==> config.mk <==
export PLATFORM = sky130hd
export DESIGN_NAME = positional_list_store_top
export DESIGN_NICKNAME = d
export VERILOG_FILES = /design/src/sv/pls_pkg.sv /design/src/sv/pls_ctrl.sv /design/src/sv/pls_cell.sv /design/src/sv/positional_list_store_top.sv
export SDC_FILE = /design/constraint.sdc
export NUM_CORES = 2
export LEC_CHECK = 0
export CAP_MARGIN = 40
export CORE_ASPECT_RATIO = 0.5
export CORE_UTILIZATION = 60
export CTS_BUF_LIST = sky130_fd_sc_hd__clkbuf_8
export DETAILED_ROUTE_END_ITERATION = 7
export DONT_BUFFER_PORTS = 1
export HOLD_SLACK_MARGIN = 0.15
export PLACE_DENSITY = 0.79
export SYNTH_ARGS = -nofsm -noshare
export SYNTH_HDL_FRONTEND = slang
export SYNTH_SLANG_ARGS = --single-unit
==> constraint.sdc <==
create_clock -name clk -period 5.6 [get_ports clk]
set_clock_uncertainty 0.1 [all_clocks]
set_input_delay 0.28 -clock clk [delete_from_list [all_inputs] [get_ports clk]]
set_output_delay 0.28 -clock clk [all_outputs]
set_load 0.005 [all_outputs]
==> src/sv/pls_pkg.sv <==
// Shared types for the positional list store.
// Request codes, status codes and the decoded command that drives the cell chain.
package pls_pkg;

  typedef enum logic [2:0] {
    REQ_ADD_FRONT = 3'd0,
    REQ_ADD_END   = 3'd1,
    REQ_INS_POS   = 3'd2,
    REQ_DEL_FRONT = 3'd3,
    REQ_DEL_END   = 3'd4,
    REQ_DEL_POS   = 3'd5
  } req_t;

  typedef enum logic [1:0] {
    ST_OK     = 2'd0,
    ST_EMPTY  = 2'd1,
    ST_FULL   = 2'd2,
    ST_BADPOS = 2'd3
  } status_t;

  typedef enum logic [1:0] {
    OP_NONE = 2'd0,
    OP_INS  = 2'd1,
    OP_DEL  = 2'd2
  } op_t;

  typedef struct packed {
    op_t     op;
    status_t status;
  } dec_t;

endpackage

==> src/sv/pls_ctrl.sv <==
// Request decoder: checks a request against the fill count and picks the slot.
// Depends on pls_pkg.
module pls_ctrl import pls_pkg::*; #(
  parameter int CAPACITY = 16
) (
  input  logic [2:0]                      req_type,
  input  logic [4:0]                      position,
  input  logic [$clog2(CAPACITY+1)-1:0]   count,
  output dec_t                            dec,
  output logic [$clog2(CAPACITY)-1:0]     slot
);

  localparam int CW = $clog2(CAPACITY + 1);
  localparam int AW = $clog2(CAPACITY);
  localparam int WW = ((CW > 5) ? CW : 5) + 1;

  logic [WW-1:0] pos_w;
  logic [WW-1:0] cnt_w;
  logic          full;
  logic          empty;
  logic          ins_pos_ok;
  logic          del_pos_ok;

  assign pos_w      = WW'(position);
  assign cnt_w      = WW'(count);
  assign full       = (count == CW'(CAPACITY));
  assign empty      = (count == '0);
  assign ins_pos_ok = (pos_w != '0) && (pos_w <= cnt_w + WW'(1));
  assign del_pos_ok = (pos_w != '0) && (pos_w <= cnt_w);

  always_comb begin
    dec.op     = OP_NONE;
    dec.status = ST_OK;
    slot       = '0;
    case (req_t'(req_type))
      REQ_ADD_FRONT: begin
        if (full) dec.status = ST_FULL;
        else      dec.op     = OP_INS;
      end
      REQ_ADD_END: begin
        slot = AW'(count);
        if (full) dec.status = ST_FULL;
        else      dec.op     = OP_INS;
      end
      REQ_INS_POS: begin
        slot = AW'(pos_w - WW'(1));
        if (full)             dec.status = ST_FULL;
        else if (!ins_pos_ok) dec.status = ST_BADPOS;
        else                  dec.op     = OP_INS;
      end
      REQ_DEL_FRONT: begin
        if (empty) dec.status = ST_EMPTY;
        else       dec.op     = OP_DEL;
      end
      REQ_DEL_END: begin
        slot = AW'(count - CW'(1));
        if (empty) dec.status = ST_EMPTY;
        else       dec.op     = OP_DEL;
      end
      REQ_DEL_POS: begin
        slot = AW'(pos_w - WW'(1));
        if (empty)            dec.status = ST_EMPTY;
        else if (!del_pos_ok) dec.status = ST_BADPOS;
        else                  dec.op     = OP_DEL;
      end
      default: begin
        dec.op     = OP_NONE;
        dec.status = ST_OK;
      end
    endcase
  end

endmodule

==> src/sv/pls_cell.sv <==
// One storage cell of the list chain: holds one entry, loads a new word or a neighbor's.
// Depends on pls_pkg.
module pls_cell import pls_pkg::*; #(
  parameter int IDX = 0,
  parameter int AW  = 4
) (
  input  logic               clk,
  input  op_t                op,
  input  logic [AW-1:0]      slot,
  input  logic signed [31:0] wr_value,
  input  logic signed [31:0] left_value,
  input  logic signed [31:0] right_value,
  output logic signed [31:0] q
);

  localparam logic [AW-1:0] MY_IDX = AW'(IDX);

  logic signed [31:0] data_r;
  logic signed [31:0] data_nxt;

  always_comb begin
    data_nxt = data_r;
    case (op)
      OP_INS: begin
        if (MY_IDX == slot)     data_nxt = wr_value;
        else if (MY_IDX > slot) data_nxt = left_value;
      end
      OP_DEL: begin
        if (MY_IDX >= slot) data_nxt = right_value;
      end
      default: data_nxt = data_r;
    endcase
  end

  always_ff @(posedge clk) begin
    data_r <= data_nxt;
  end

  assign q = data_r;

endmodule

==> src/sv/positional_list_store_top.sv <==
// Positional list store: one request per cycle unless stalled, result the cycle after.
// CAPACITY cells shift the entries from the slot onward together on insert or delete.
// Throughput is one word per cycle while the result side takes words.
// Reset clears the fill count, front/back values and the result valid; cell contents
// are left as they are and are never read before being written.
module positional_list_store_top import pls_pkg::*; #(
  parameter int CAPACITY = 16
) (
  input  logic               clk,
  input  logic               rst_n,
  input  logic               in_valid,
  output logic               in_stall,
  input  logic [2:0]         in_req_type,
  input  logic [4:0]         in_position,
  input  logic signed [31:0] in_value,
  output logic               out_valid,
  input  logic               out_stall,
  output logic [1:0]         out_status,
  output logic signed [31:0] out_removed_value,
  output logic [4:0]         out_entry_count,
  output logic signed [31:0] out_front_value,
  output logic signed [31:0] out_back_value
);

  localparam int CW = $clog2(CAPACITY + 1);
  localparam int AW = $clog2(CAPACITY);

  logic signed [31:0] cell_q [CAPACITY];

  logic [CW-1:0]      count_r, count_nxt;
  logic signed [31:0] front_r, front_nxt;
  logic signed [31:0] back_r, back_nxt;
  logic               out_valid_r, out_valid_nxt;
  status_t            status_r, status_nxt;
  logic signed [31:0] removed_r, removed_nxt;

  dec_t               dec;
  logic [AW-1:0]      slot;
  logic               in_acc;
  op_t                cell_op;
  logic [AW-1:0]      last_idx;
  logic               at_last;
  logic [AW-1:0]      rd_idx;
  logic signed [31:0] rd_value;

  assign in_stall = out_valid_r && out_stall;
  assign in_acc   = in_valid && !in_stall;

  pls_ctrl #(.CAPACITY(CAPACITY)) u_ctrl (
    .req_type (in_req_type),
    .position (in_position),
    .count    (count_r),
    .dec      (dec),
    .slot     (slot)
  );

  assign cell_op  = in_acc ? dec.op : OP_NONE;
  assign last_idx = AW'(count_r - CW'(1));
  assign at_last  = (slot == last_idx);
  assign rd_idx   = at_last ? AW'(count_r - CW'(2)) : slot;
  assign rd_value = cell_q[rd_idx];

  for (genvar i = 0; i < CAPACITY; i++) begin : g_cell
    logic signed [31:0] left_v;
    logic signed [31:0] right_v;
    if (i == 0) begin : g_first
      assign left_v = in_value;
    end else begin : g_mid
      assign left_v = cell_q[i-1];
    end
    if (i == CAPACITY - 1) begin : g_end
      assign right_v = cell_q[i];
    end else begin : g_inner
      assign right_v = cell_q[i+1];
    end
    pls_cell #(.IDX(i), .AW(AW)) u_cell (
      .clk         (clk),
      .op          (cell_op),
      .slot        (slot),
      .wr_value    (in_value),
      .left_value  (left_v),
      .right_value (right_v),
      .q           (cell_q[i])
    );
  end

  always_comb begin
    count_nxt     = count_r;
    front_nxt     = front_r;
    back_nxt      = back_r;
    status_nxt    = status_r;
    removed_nxt   = removed_r;
    out_valid_nxt = out_stall ? out_valid_r : 1'b0;
    if (in_acc) begin
      out_valid_nxt = 1'b1;
      status_nxt    = dec.status;
      removed_nxt   = '0;
      case (dec.op)
        OP_INS: begin
          count_nxt = count_r + CW'(1);
          if (slot == '0) front_nxt = in_value;
          if (slot == AW'(count_r)) back_nxt = in_value;
        end
        OP_DEL: begin
          count_nxt   = count_r - CW'(1);
          removed_nxt = at_last ? back_r : rd_value;
          if (count_r == CW'(1)) begin
            front_nxt = '0;
            back_nxt  = '0;
          end else begin
            if (slot == '0) front_nxt = cell_q[1];
            if (at_last) back_nxt = rd_value;
          end
        end
        default: count_nxt = count_r;
      endcase
    end
  end

  always_ff @(posedge clk) begin
    if (!rst_n) begin
      count_r     <= '0;
      front_r     <= '0;
      back_r      <= '0;
      out_valid_r <= 1'b0;
    end else begin
      count_r     <= count_nxt;
      front_r     <= front_nxt;
      back_r      <= back_nxt;
      out_valid_r <= out_valid_nxt;
    end
  end

  always_ff @(posedge clk) begin
    status_r  <= status_nxt;
    removed_r <= removed_nxt;
  end

  assign out_valid         = out_valid_r;
  assign out_status        = status_r;
  assign out_removed_value = removed_r;
  assign out_entry_count   = 5'(count_r);
  assign out_front_value   = front_r;
  assign out_back_value    = back_r;

endmodule
==> impl_metrics.tcl <==
set metrics [dict create \
    required_ps 5920 \
    nNetsFinal 3396 \
    dp_cells 3965 \
    synthAdderAreaFrac_pct 0.770 \
    gp_congestion 0.954 \
    place_area_um2 36900 \
    cts_tree "built" \
    worstSkewPairLatency_ps 700 \
    p_per_area_nw_per_um2 298 \
    firstDrtPassIters 8 \
    wl_per_cell_um 28.0 \
    final_util_pct 67.2 \
    synth_top_family_by_area "multiplexers" \
    cts-root-buf "clkbuf_8" \
    grt_pass1_wl_um 174000 \
    cp.arrival_ps 5460 \
    gr-usage-all-layers_pct 37.9 \
    setup_tns_ps 0 \
    grt_pass1_vias 27800 \
    postSynth.asyncResetShare_pct 0 \
    synth_seq_cells 616 \
    htreeDepth 3 \
    syn_avg_cell_area_um2 10.4 \
    status "completed" \
    pre_cts_ws_ps 608 \
    pin_count 149 \
    dp_hpwl_um 73500 \
    synth_cell_type_count 67 \
    drc 0 \
    end_kind "flip-flop" \
    cts_buffer_depth 3 \
    dieHeight_um 175 \
    initial_core_util_pct 61.5 \
    slew_violations 0 \
    hold_viol 0 \
    viasPerCell 7.10 \
    finalNonFillerCells 4175 \
    maxCapViolCount 0 \
    synth-edff-count 546 \
    ant_nets 0 \
    synth_fp_nets 3490 \
    setup_ws_ps 454 \
    row_count 62 \
    clk_pin_slew_ps 70 \
    gr-total-overflow 0 \
    grt_max_degree 253 \
    cts_made_buffers 90 \
    dieArea_um2 60600 \
    clock-sinks 616 \
    syn-cell-area_um2 35700 \
    grt_antenna_before_repair 1 \
    path_class "reg -> reg" \
    finalSetupViolations 0 \
    synth_compound_area_share_pct 16.4 \
    initialDrtViolationCount 4587 \
    vias 29600 \
    synthFlopType "edfxtp_1" \
    syn_inst 3424 \
    slew_headroom_pct 29.5 \
    synthSimpleGateAreaFrac_pct 9.09 \
    min_period_ps 5150 \
    final_area_um2 39100 \
    min_period_over_period_pct 91.9 \
    grt_setup_unrepaired "no" \
    synth_xor_area_share_pct 0.343 \
    yosysSeqAreaShare_pct 49.8 \
    die_w_um 347 \
    drive_above_1_share_pct 12.5 \
    p_leak_uw 0.0143 \
    min_from "in_position[2]" \
    r2r_start "out_entry_count[2]" \
    worst_pin_slew_ps 1060 \
    fmax_mhz 194 \
    core_area_um2 58100 \
    cts_setup_buffers 0 \
    ys.warnings.count 0 \
    area_growth_pct 9.29 \
    path_max_fanout 34 \
    hold_path_class "in -> reg" \
    setup.worst_path.start_class "flip-flop" \
    setup.worst_path.start "out_entry_count[2]" \
    drt-total-wl_um 117000 \
    muxShareOfSynthArea_pct 19.6 \
    ir_drop_v 0.000170 \
    io_buffers 0 \
]
==> layout by cell type (no fill, tap or decap), drive strengths merged, types with 18 or more instances in the layout <==
cell type | Yosys | layout
dfxtp | 70 | 70
a2111oi | 18 | 18
buf | 71 | 112
a31oi | 50 | 50
mux4 | 29 | 29
inv | 20 | 68
a22o | 22 | 22
o21a | 21 | 21
o22ai | 25 | 25
mux2i | 525 | 525
a22oi | 62 | 62
nor2 | 37 | 37
dlygate4sd3 | 0 | 40
o211a | 34 | 34
nand2 | 595 | 595
ha | 22 | 22
mux2 | 98 | 98
edfxtp | 546 | 546
a211oi | 23 | 23
a21oi | 85 | 85
nand3 | 77 | 77
o21ai | 591 | 591
clkbuf | 267 | 106
==> final timing paths <==
| kind | to | slack (ps) | cells after the start |
|---|---|---|---|
| min | out_status[0] | 210 | 4 |
| max | out_removed_value[26] | 450 | 14 |
| min reg2reg | out_front_value[10] | 420 | 1 |
| max reg2reg | out_removed_value[26] | 450 | 14 |
==> area by class of cell <==
| class | count | area (um2) |
|---|---|---|
| Sequential cell | 616 | 17800 |
| Clock inverter | 62 | 307 |
| Antenna cell | 1 | 2.50 |
| Inverter | 21 | 78.8 |
| Timing Repair Buffer | 152 | 1530 |
| Clock buffer | 106 | 1460 |
| Tap cell | 768 | 961 |
| Multi-Input combinational cell | 2449 | 16900 |
| Fill cell | 4190 | 19000 |
==> layer usage <==
layer	GRT usage, %	routed length, um	vias to the layer above
li1	-	-	12600
met1	53.9	43400	14100
met2	54.8	49400	2536
met3	9.80	18600	381
met4	17.1	5610	0
met5	0	0	-
==> sequential cells by signal, indices dropped and copies added, names as in the netlist <==
signal	count
g_cell.u_cell.q	512
out_back_value	32
out_front_value	32
out_removed_value	32
out_entry_count	5
out_status	2
out_valid	1
==> logic make-up (layout without fill, tap and decap cells) <==
| logic type | Yosys count | after routing |
|---|---|---|
| compound gates | 980 | 980 |
| xor+xnor | 14 | 14 |
| fa+ha+maj | 22 | 22 |
| buf+inv | 359 | 341 |
| flops | 616 | 616 |
| mux | 652 | 652 |
| other cells | 0 | 1 |
| simple gates | 781 | 781 |
==> cells in the mapped netlist, drive strengths merged (23+ instances only) <==
cell type    n  area share [%]
a22oi       62             1.3
o22ai       25            0.44
clkbuf     267             2.8
buf         71            0.89
a31oi       50            0.88
dfxtp       70             3.9
nand2      595             6.3
edfxtp     546              46
nand3       77             1.1
o211a       34            0.95
mux2        98             3.1
o21ai      591             8.3
mux2i      525              15
nor2        37            0.39
a211oi      23            0.48
mux4        29             1.8
a21oi       85             1.2
==> critical path: stages (launching register included) <==
cell and delay, ps:
dfxtp_1 340, clkinv_1 240, ha_1 290, a21boi_2 340
xnor2_1 110, and3_1 200, or3_1 530, nand3_4 240
mux2i_4 550, buf_8 240, buf_4 450, mux4_2 390
a22o_1 250, a2111oi_2 410, a21oi_1 130
==> report_power, final <==
| part | switching, uW | internal [uW] |
|---|---|---|
| Sequential | 258 | 5430 |
| Combinational | 1490 | 800 |
| Clock | 1880 | 1780 |
| Total | 3630 | 8010 |
==> metrics by stage <==
stage               hold WS, ps  power (uW)
global placement            304        7800
CTS                         172       11500
global route                209       12000
floorplan                   304        7120
finish                      206       11600
detailed placement          308        7870
==> what timing repair did <==
item / 4_1_cts / 5_1_grt
hold buffers: 41 / 0
hold endpoints to repair: 584 / 0
gates resized for setup: 0 / 0
No activity file was read; power rests on OpenSTA's default activity.
